--- src/amtn_pkg.sv ---
// Shared constants, codes and types of the accelerometer median/trim/normalize filter.
package amtn_pkg;

    localparam int SAMPLE_BITS_DEF    = 12;
    localparam int SAMPLES_PER_MEDIAN = 3;
    localparam int MEDIANS_PER_RESULT = 4;
    localparam int AXES               = 3;
    localparam int FRAC_BITS          = 8;
    localparam int OUT_BITS           = FRAC_BITS + 1;
    localparam int CFG_IDX_BITS       = 3;

    localparam int PHASE_BITS = $clog2(SAMPLES_PER_MEDIAN);
    localparam int SLOT_BITS  = $clog2(MEDIANS_PER_RESULT);
    localparam int AXIS_BITS  = $clog2(AXES);

    localparam logic [PHASE_BITS-1:0] PHASE_LAST = PHASE_BITS'(SAMPLES_PER_MEDIAN - 1);
    localparam logic [SLOT_BITS-1:0]  SLOT_LAST  = SLOT_BITS'(MEDIANS_PER_RESULT - 1);
    localparam logic [AXIS_BITS-1:0]  AXIS_LAST  = AXIS_BITS'(AXES - 1);

    localparam logic signed [OUT_BITS-1:0] NORM_MAX  = OUT_BITS'(1 << (FRAC_BITS - 1));
    localparam logic signed [OUT_BITS-1:0] NORM_MIN  = -NORM_MAX;
    localparam logic signed [OUT_BITS-1:0] NORM_ZERO = '0;

    typedef enum logic [CFG_IDX_BITS-1:0] {
        REG_X_LOW  = 3'd0,
        REG_X_HIGH = 3'd1,
        REG_Y_LOW  = 3'd2,
        REG_Y_HIGH = 3'd3,
        REG_Z_LOW  = 3'd4,
        REG_Z_HIGH = 3'd5
    } cfg_reg_t;

    typedef enum logic [4:0] {
        S_IDLE = 5'b00001,
        S_MED  = 5'b00010,
        S_TRIM = 5'b00100,
        S_DIV  = 5'b01000,
        S_OUT  = 5'b10000
    } state_t;

    typedef struct packed {
        logic                       done;
        logic signed [OUT_BITS-1:0] value;
    } norm_rsp_t;

endpackage

--- src/amtn_norm.sv ---
// Iterative normalizer: (avg-lo)*256/(hi-lo)-128 by restoring division, saturated.
module amtn_norm import amtn_pkg::*; #(
    parameter int SAMPLE_BITS = SAMPLE_BITS_DEF
) (
    input  logic                   clk,
    input  logic                   rst_n,
    input  logic                   start,
    input  logic [SAMPLE_BITS-1:0] avg,
    input  logic [SAMPLE_BITS-1:0] lo,
    input  logic [SAMPLE_BITS-1:0] hi,
    output norm_rsp_t              rsp
);

    localparam int CNT_BITS = $clog2(FRAC_BITS);

    typedef enum logic [2:0] {
        N_IDLE = 3'b001,
        N_PREP = 3'b010,
        N_RUN  = 3'b100
    } nstate_t;

    nstate_t                    nstate_reg, nstate_next;
    logic [CNT_BITS-1:0]        cnt_reg, cnt_next;
    logic                       done_reg, done_next;
    logic [SAMPLE_BITS-1:0]     avg_reg, lo_reg, hi_reg;
    logic [SAMPLE_BITS-1:0]     rem_reg, den_reg;
    logic [FRAC_BITS-1:0]       quo_reg;
    logic signed [OUT_BITS-1:0] value_reg;

    logic [SAMPLE_BITS-1:0] diff;
    logic [SAMPLE_BITS-1:0] span;
    logic                   degenerate;
    logic                   below;
    logic                   over;
    logic [SAMPLE_BITS:0]   shifted;
    logic                   fits;
    logic [FRAC_BITS-1:0]   quo_final;

    assign diff       = avg_reg - lo_reg;
    assign span       = hi_reg - lo_reg;
    assign degenerate = (hi_reg <= lo_reg);
    assign below      = (avg_reg < lo_reg);
    assign over       = (diff >= span);
    assign shifted    = {rem_reg, 1'b0};
    assign fits       = (shifted >= {1'b0, den_reg});
    assign quo_final  = {quo_reg[FRAC_BITS-2:0], fits};

    always_comb
    begin
        nstate_next = nstate_reg;
        cnt_next    = cnt_reg;
        done_next   = 1'b0;
        unique case (nstate_reg)
            N_IDLE:
            begin
                if (start)
                begin
                    nstate_next = N_PREP;
                end
            end
            N_PREP:
            begin
                if (degenerate || below || over)
                begin
                    nstate_next = N_IDLE;
                    done_next   = 1'b1;
                end
                else
                begin
                    nstate_next = N_RUN;
                    cnt_next    = CNT_BITS'(FRAC_BITS - 1);
                end
            end
            N_RUN:
            begin
                if (cnt_reg == '0)
                begin
                    nstate_next = N_IDLE;
                    done_next   = 1'b1;
                end
                else
                begin
                    cnt_next = cnt_reg - 1'b1;
                end
            end
            default:
            begin
                nstate_next = N_IDLE;
            end
        endcase
    end

    always_ff @(posedge clk or negedge rst_n)
    begin
        if (!rst_n)
        begin
            nstate_reg <= N_IDLE;
            cnt_reg    <= '0;
            done_reg   <= 1'b0;
        end
        else
        begin
            nstate_reg <= nstate_next;
            cnt_reg    <= cnt_next;
            done_reg   <= done_next;
        end
    end

    always_ff @(posedge clk)
    begin
        unique case (nstate_reg)
            N_IDLE:
            begin
                if (start)
                begin
                    avg_reg <= avg;
                    lo_reg  <= lo;
                    hi_reg  <= hi;
                end
            end
            N_PREP:
            begin
                // Quotient of 256 or more saturates; below low calibration is negative unless degenerate
                priority if (degenerate)
                begin
                    value_reg <= NORM_ZERO;
                end
                else if (below)
                begin
                    value_reg <= NORM_MIN;
                end
                else if (over)
                begin
                    value_reg <= NORM_MAX;
                end
                else
                begin
                    rem_reg <= diff;
                    den_reg <= span;
                end
            end
            N_RUN:
            begin
                rem_reg <= fits ? SAMPLE_BITS'(shifted - {1'b0, den_reg})
                                : shifted[SAMPLE_BITS-1:0];
                quo_reg <= quo_final;
                if (cnt_reg == '0)
                begin
                    value_reg <= OUT_BITS'({1'b0, quo_final}) - NORM_MAX;
                end
            end
            default:
            begin
                rem_reg <= rem_reg;
            end
        endcase
    end

    assign rsp.done  = done_reg;
    assign rsp.value = value_reg;

endmodule
--- config.mk ---
export PLATFORM = sky130hd
export DESIGN_NAME = amtn_norm
export DESIGN_NICKNAME = d
export VERILOG_FILES = /design/src/amtn_pkg.sv /design/src/amtn_norm.sv
export SDC_FILE = /design/constraint.sdc
export NUM_CORES = 1
export LEC_CHECK = 0
export BUFFER_PORTS_ARGS = -buffer_cell sky130_fd_sc_hd__buf_2
export CORE_MARGIN = 2
export CORE_UTILIZATION = 40
export DETAILED_ROUTE_END_ITERATION = 6
export PLACE_DENSITY = 0.56
export SLEW_MARGIN = 0
export SYNTH_ARGS = -nofsm -noshare
export SYNTH_HDL_FRONTEND = slang
export SYNTH_SLANG_ARGS = --single-unit
--- constraint.sdc ---
create_clock -name clk -period 9.6 [get_ports clk]
set_clock_uncertainty 0.15 [all_clocks]
set_input_delay 1.92 -clock clk [delete_from_list [all_inputs] [get_ports clk]]
set_output_delay 1.92 -clock clk [all_outputs]
set_load 0.01 [all_outputs]
==> impl_results.md <==
- Clk root buf: clkbuf_16
- RSZ-0062 raised after global routing: no
- Htree depth: 3
- Levels on crit path: 17
- Share of layout cells above drive strength 1: 16.6%
- Hold buffers post-CTS: 0
- Via count: 3191
- DR vias/cell: 5.07
- Clock-pin slew on the worst setup and hold paths: 60 ps
- Final setup vio count: 0
- Worst path max stage delay: 940 ps
- Area post-placement: 0.00533 mm²
- Final hold vios: 0
- Number of global-route vias before repair: 3266
- First-pass GRT wire length: 15500 µm
- Period utilization: 54.9%
- Leak Pwr: 0.00245 µW
- Slew HR: 25.4%
- WL met3: 277 µm
- Hold Path Class: reg2reg
- DR WL/cell: 14.7 µm
- Post-synthesis cell count: 423
- Fmax: 0.190 GHz
- Post-DP HPWL: 7320 µm
- Critical path buffers and inverters: 2
- Tot Pwr: 1110 µW
- CTS tree: done
- Max IR drop VDD: 0.0947 mV
- Critical Path Start Type: flip-flop
- Synthesized Nets: 515
- Critical R2R Launch: hi_reg[0]
- Final wirelength: 9230 µm
- Placed Cells: 613
- Crit. End Element: flip-flop
- Hold_sp: quo_reg[3]
- Depth of the most critical reg-to-reg path: 17
- Worst Hold Depth: 0
- I/O Pins: 49
- Ys async rst share: 8.43%
- Pin count of the biggest net entering global routing: 38
- M1 WL: 4450 µm
- WL met2: 4380 µm
- Post-synth top flop: edfxtp_1
- Initial antenna violation count: 0
- Worst reg-to-reg setup slack: 4330 ps
- Total of max-cap violations: 0
- # DRC: 0
- GRT Total Usage: 15.2%
- FP Rows: 40
- Flop pwr share: 40.7%
- Crit path required time: 9420 ps
- Yosys reg bits: 83
- Mapped Area: 0.00492 mm²
- Fillcell total: 1105
- PwrDens: 197 mW/mm²
- Int Pwr: 780 µW
- Clk network pwr share: 31.4%
- Die X: 115 µm
- RD Place Congestion: 0.778
- Outcome: completed
- Total Nets Final: 569
- Top sig layer: met4
- Aggregate global routing overflow: 0
- Die ar.: 0.0132 mm²
- Worst Path Class, Setup: reg2reg
- Distinct cells, synth: 58
- Net Sw Frac: 29.5%
- 1st-pass router iterations: 4
- Initial core utilization: 40.9%
- Worst-path cell chain: inv_1 -> ha_1 -> inv_1 -> fa_1 -> a211oi_1 -> o21bai_1 -> a21oi_1 -> o21ai_1 -> a21o_1 -> a21o_1 -> xnor2_1 -> ha_1 -> a21o_1 -> a21oi_1 -> nor4b_1 -> nor3b_2 -> or2_1
- Number of enable flip-flop cells after synthesis: 76
- Pins Over Slew Limit: 0
- Final non-filler cell total: 629
- Sequential element share of the synthesized area: 50.0%
- Die H: 115 µm
- # port buffers: 48
- Area of the core: 0.0120 mm²
- Number of routed nets with antenna violations: 0
- CP dominant cell by count: a21o_1
- Clock sink count: 83
- Final worst path period need: 5270 ps
- PostCTS Resize Cnt: 0
- Initial DRC Count: 139
- Net switching power: 327 µW
- Comb pwr share: 28.0%
- Crit path DAT: 5100 ps
- # diodes: 0
- TritonCTS Buffers: 9
- Design Area, Final: 0.00562 mm²
- Delay-heaviest family, CP: simple AND/OR/NAND/NOR gates
- CP max FO: 18
- Hold Slack: 295 ps
- Clock buffer depth: 2
- P&R area growth vs syn: 14.4%
- Fin Setup TNS: 0 ps
- Worst skew pair latency: 340 ps
- Ys Warns: 0
- Post-CTS Setup Bufs: 0
- Worst-Margin Slew: 1110 ps
- Syn Area/Cell: 11.6 µm²
- Crit path launch: hi_reg[0]
- Slowest stage cell, crit path: nor3b_2
-- power by group through the flow --
stage / Combinational, µW / Clock, µW / Sequential [µW]
2_1_floorplan: 235 / 0 / 456
3_3_place_gp: 302 / 0 / 457
3_5_place_dp: 312 / 0 / 458
4_1_cts: 314 / 356 / 450
5_1_grt: 354 / 369 / 453
6_report: 310 / 347 / 450
-- logic make-up after synthesis --
group / share of synthesized area (%)
compound gates: 14.5
simple gates: 9.39
flops: 50.0
fa+ha+maj: 13.9
buf+inv: 4.00
xor+xnor: 5.34
mux: 2.77
-- layer usage --
layer	global-route usage (%)	vias to the layer above
met5	0	-
met4	4.90	0
met3	3.64	11
met2	24.9	46
met1	19.9	1481
li1	-	1653
-- worst paths after layout --
check                                 to
setup / recovery              rem_reg[8]
hold / removal                quo_reg[4]
setup reg to reg              rem_reg[8]
hold reg to reg               quo_reg[4]
max in group asynchronous  nstate_reg[0]
min in group asynchronous  nstate_reg[1]
-- cell usage after synthesis, types with 3 or more instances --
library cell	number	area (µm²)
edfxtp_1	76	2280
ha_1	50	626
inv_1	42	158
nor2_1	25	93.8
a21oi_1	23	115
nand2_1	23	86.3
xnor2_1	17	149
a21o_1	16	120
o21a_1	13	97.6
xor2_1	13	114
o21ai_0	11	55.1
and3_1	9	56.3
o21ai_1	9	45.0
nand2b_1	7	43.8
nor3_1	7	35.0
dfrtp_1	6	150
nor2b_1	6	37.5
o31a_1	6	52.6
mux2i_1	5	50.1
nand4_1	5	31.3
a211oi_1	3	22.5
clkbuf_1	3	11.3
fa_1	3	60.1
mux2_2	3	33.8
-- cell type report --
type                       instances  area (µm²)  share of cell area (%)
clock buffer                       9         225                    4.00
inverter                          43         161                    2.87
tap                              147         184                    3.27
multi-input combinational        291        2270                    40.4
timing repair buffer              49         248                    4.40
clock inverter                     7        73.8                    1.31
sequential                        83        2460                    43.7
-- cells in the final DEF, fill, tap and decap left out, types with 5 or more instances in the layout --
cell       instances
nand4_1            5
o31a_1             6
buf_2             48
clkbuf_16          9
nand2b_1           7
nand2_1           23
o21ai_1            9
xnor2_1           17
o21ai_0           11
nor2b_1            6
a21oi_1           23
mux2i_1            5
o21a_1            13
a21o_1            16
dfrtp_1            6
nor2_1            25
and3_1             9
inv_1             42
ha_1              50
edfxtp_1          76
nor3_1             6
xor2_1            13
-- stage by stage --
| stage | utilization [%] | worst slack [ps] |
|---|---|---|
| 2_1_floorplan | - | 4470 |
| 3_3_place_gp | 44.3 | 4470 |
| 3_5_place_dp | 44.3 | 4260 |
| 4_1_cts | 46.8 | 4240 |
| 5_1_grt | 46.8 | 3860 |
| 6_report | 46.8 | 4330 |
No activity file was read; power rests on OpenSTA's default activity.
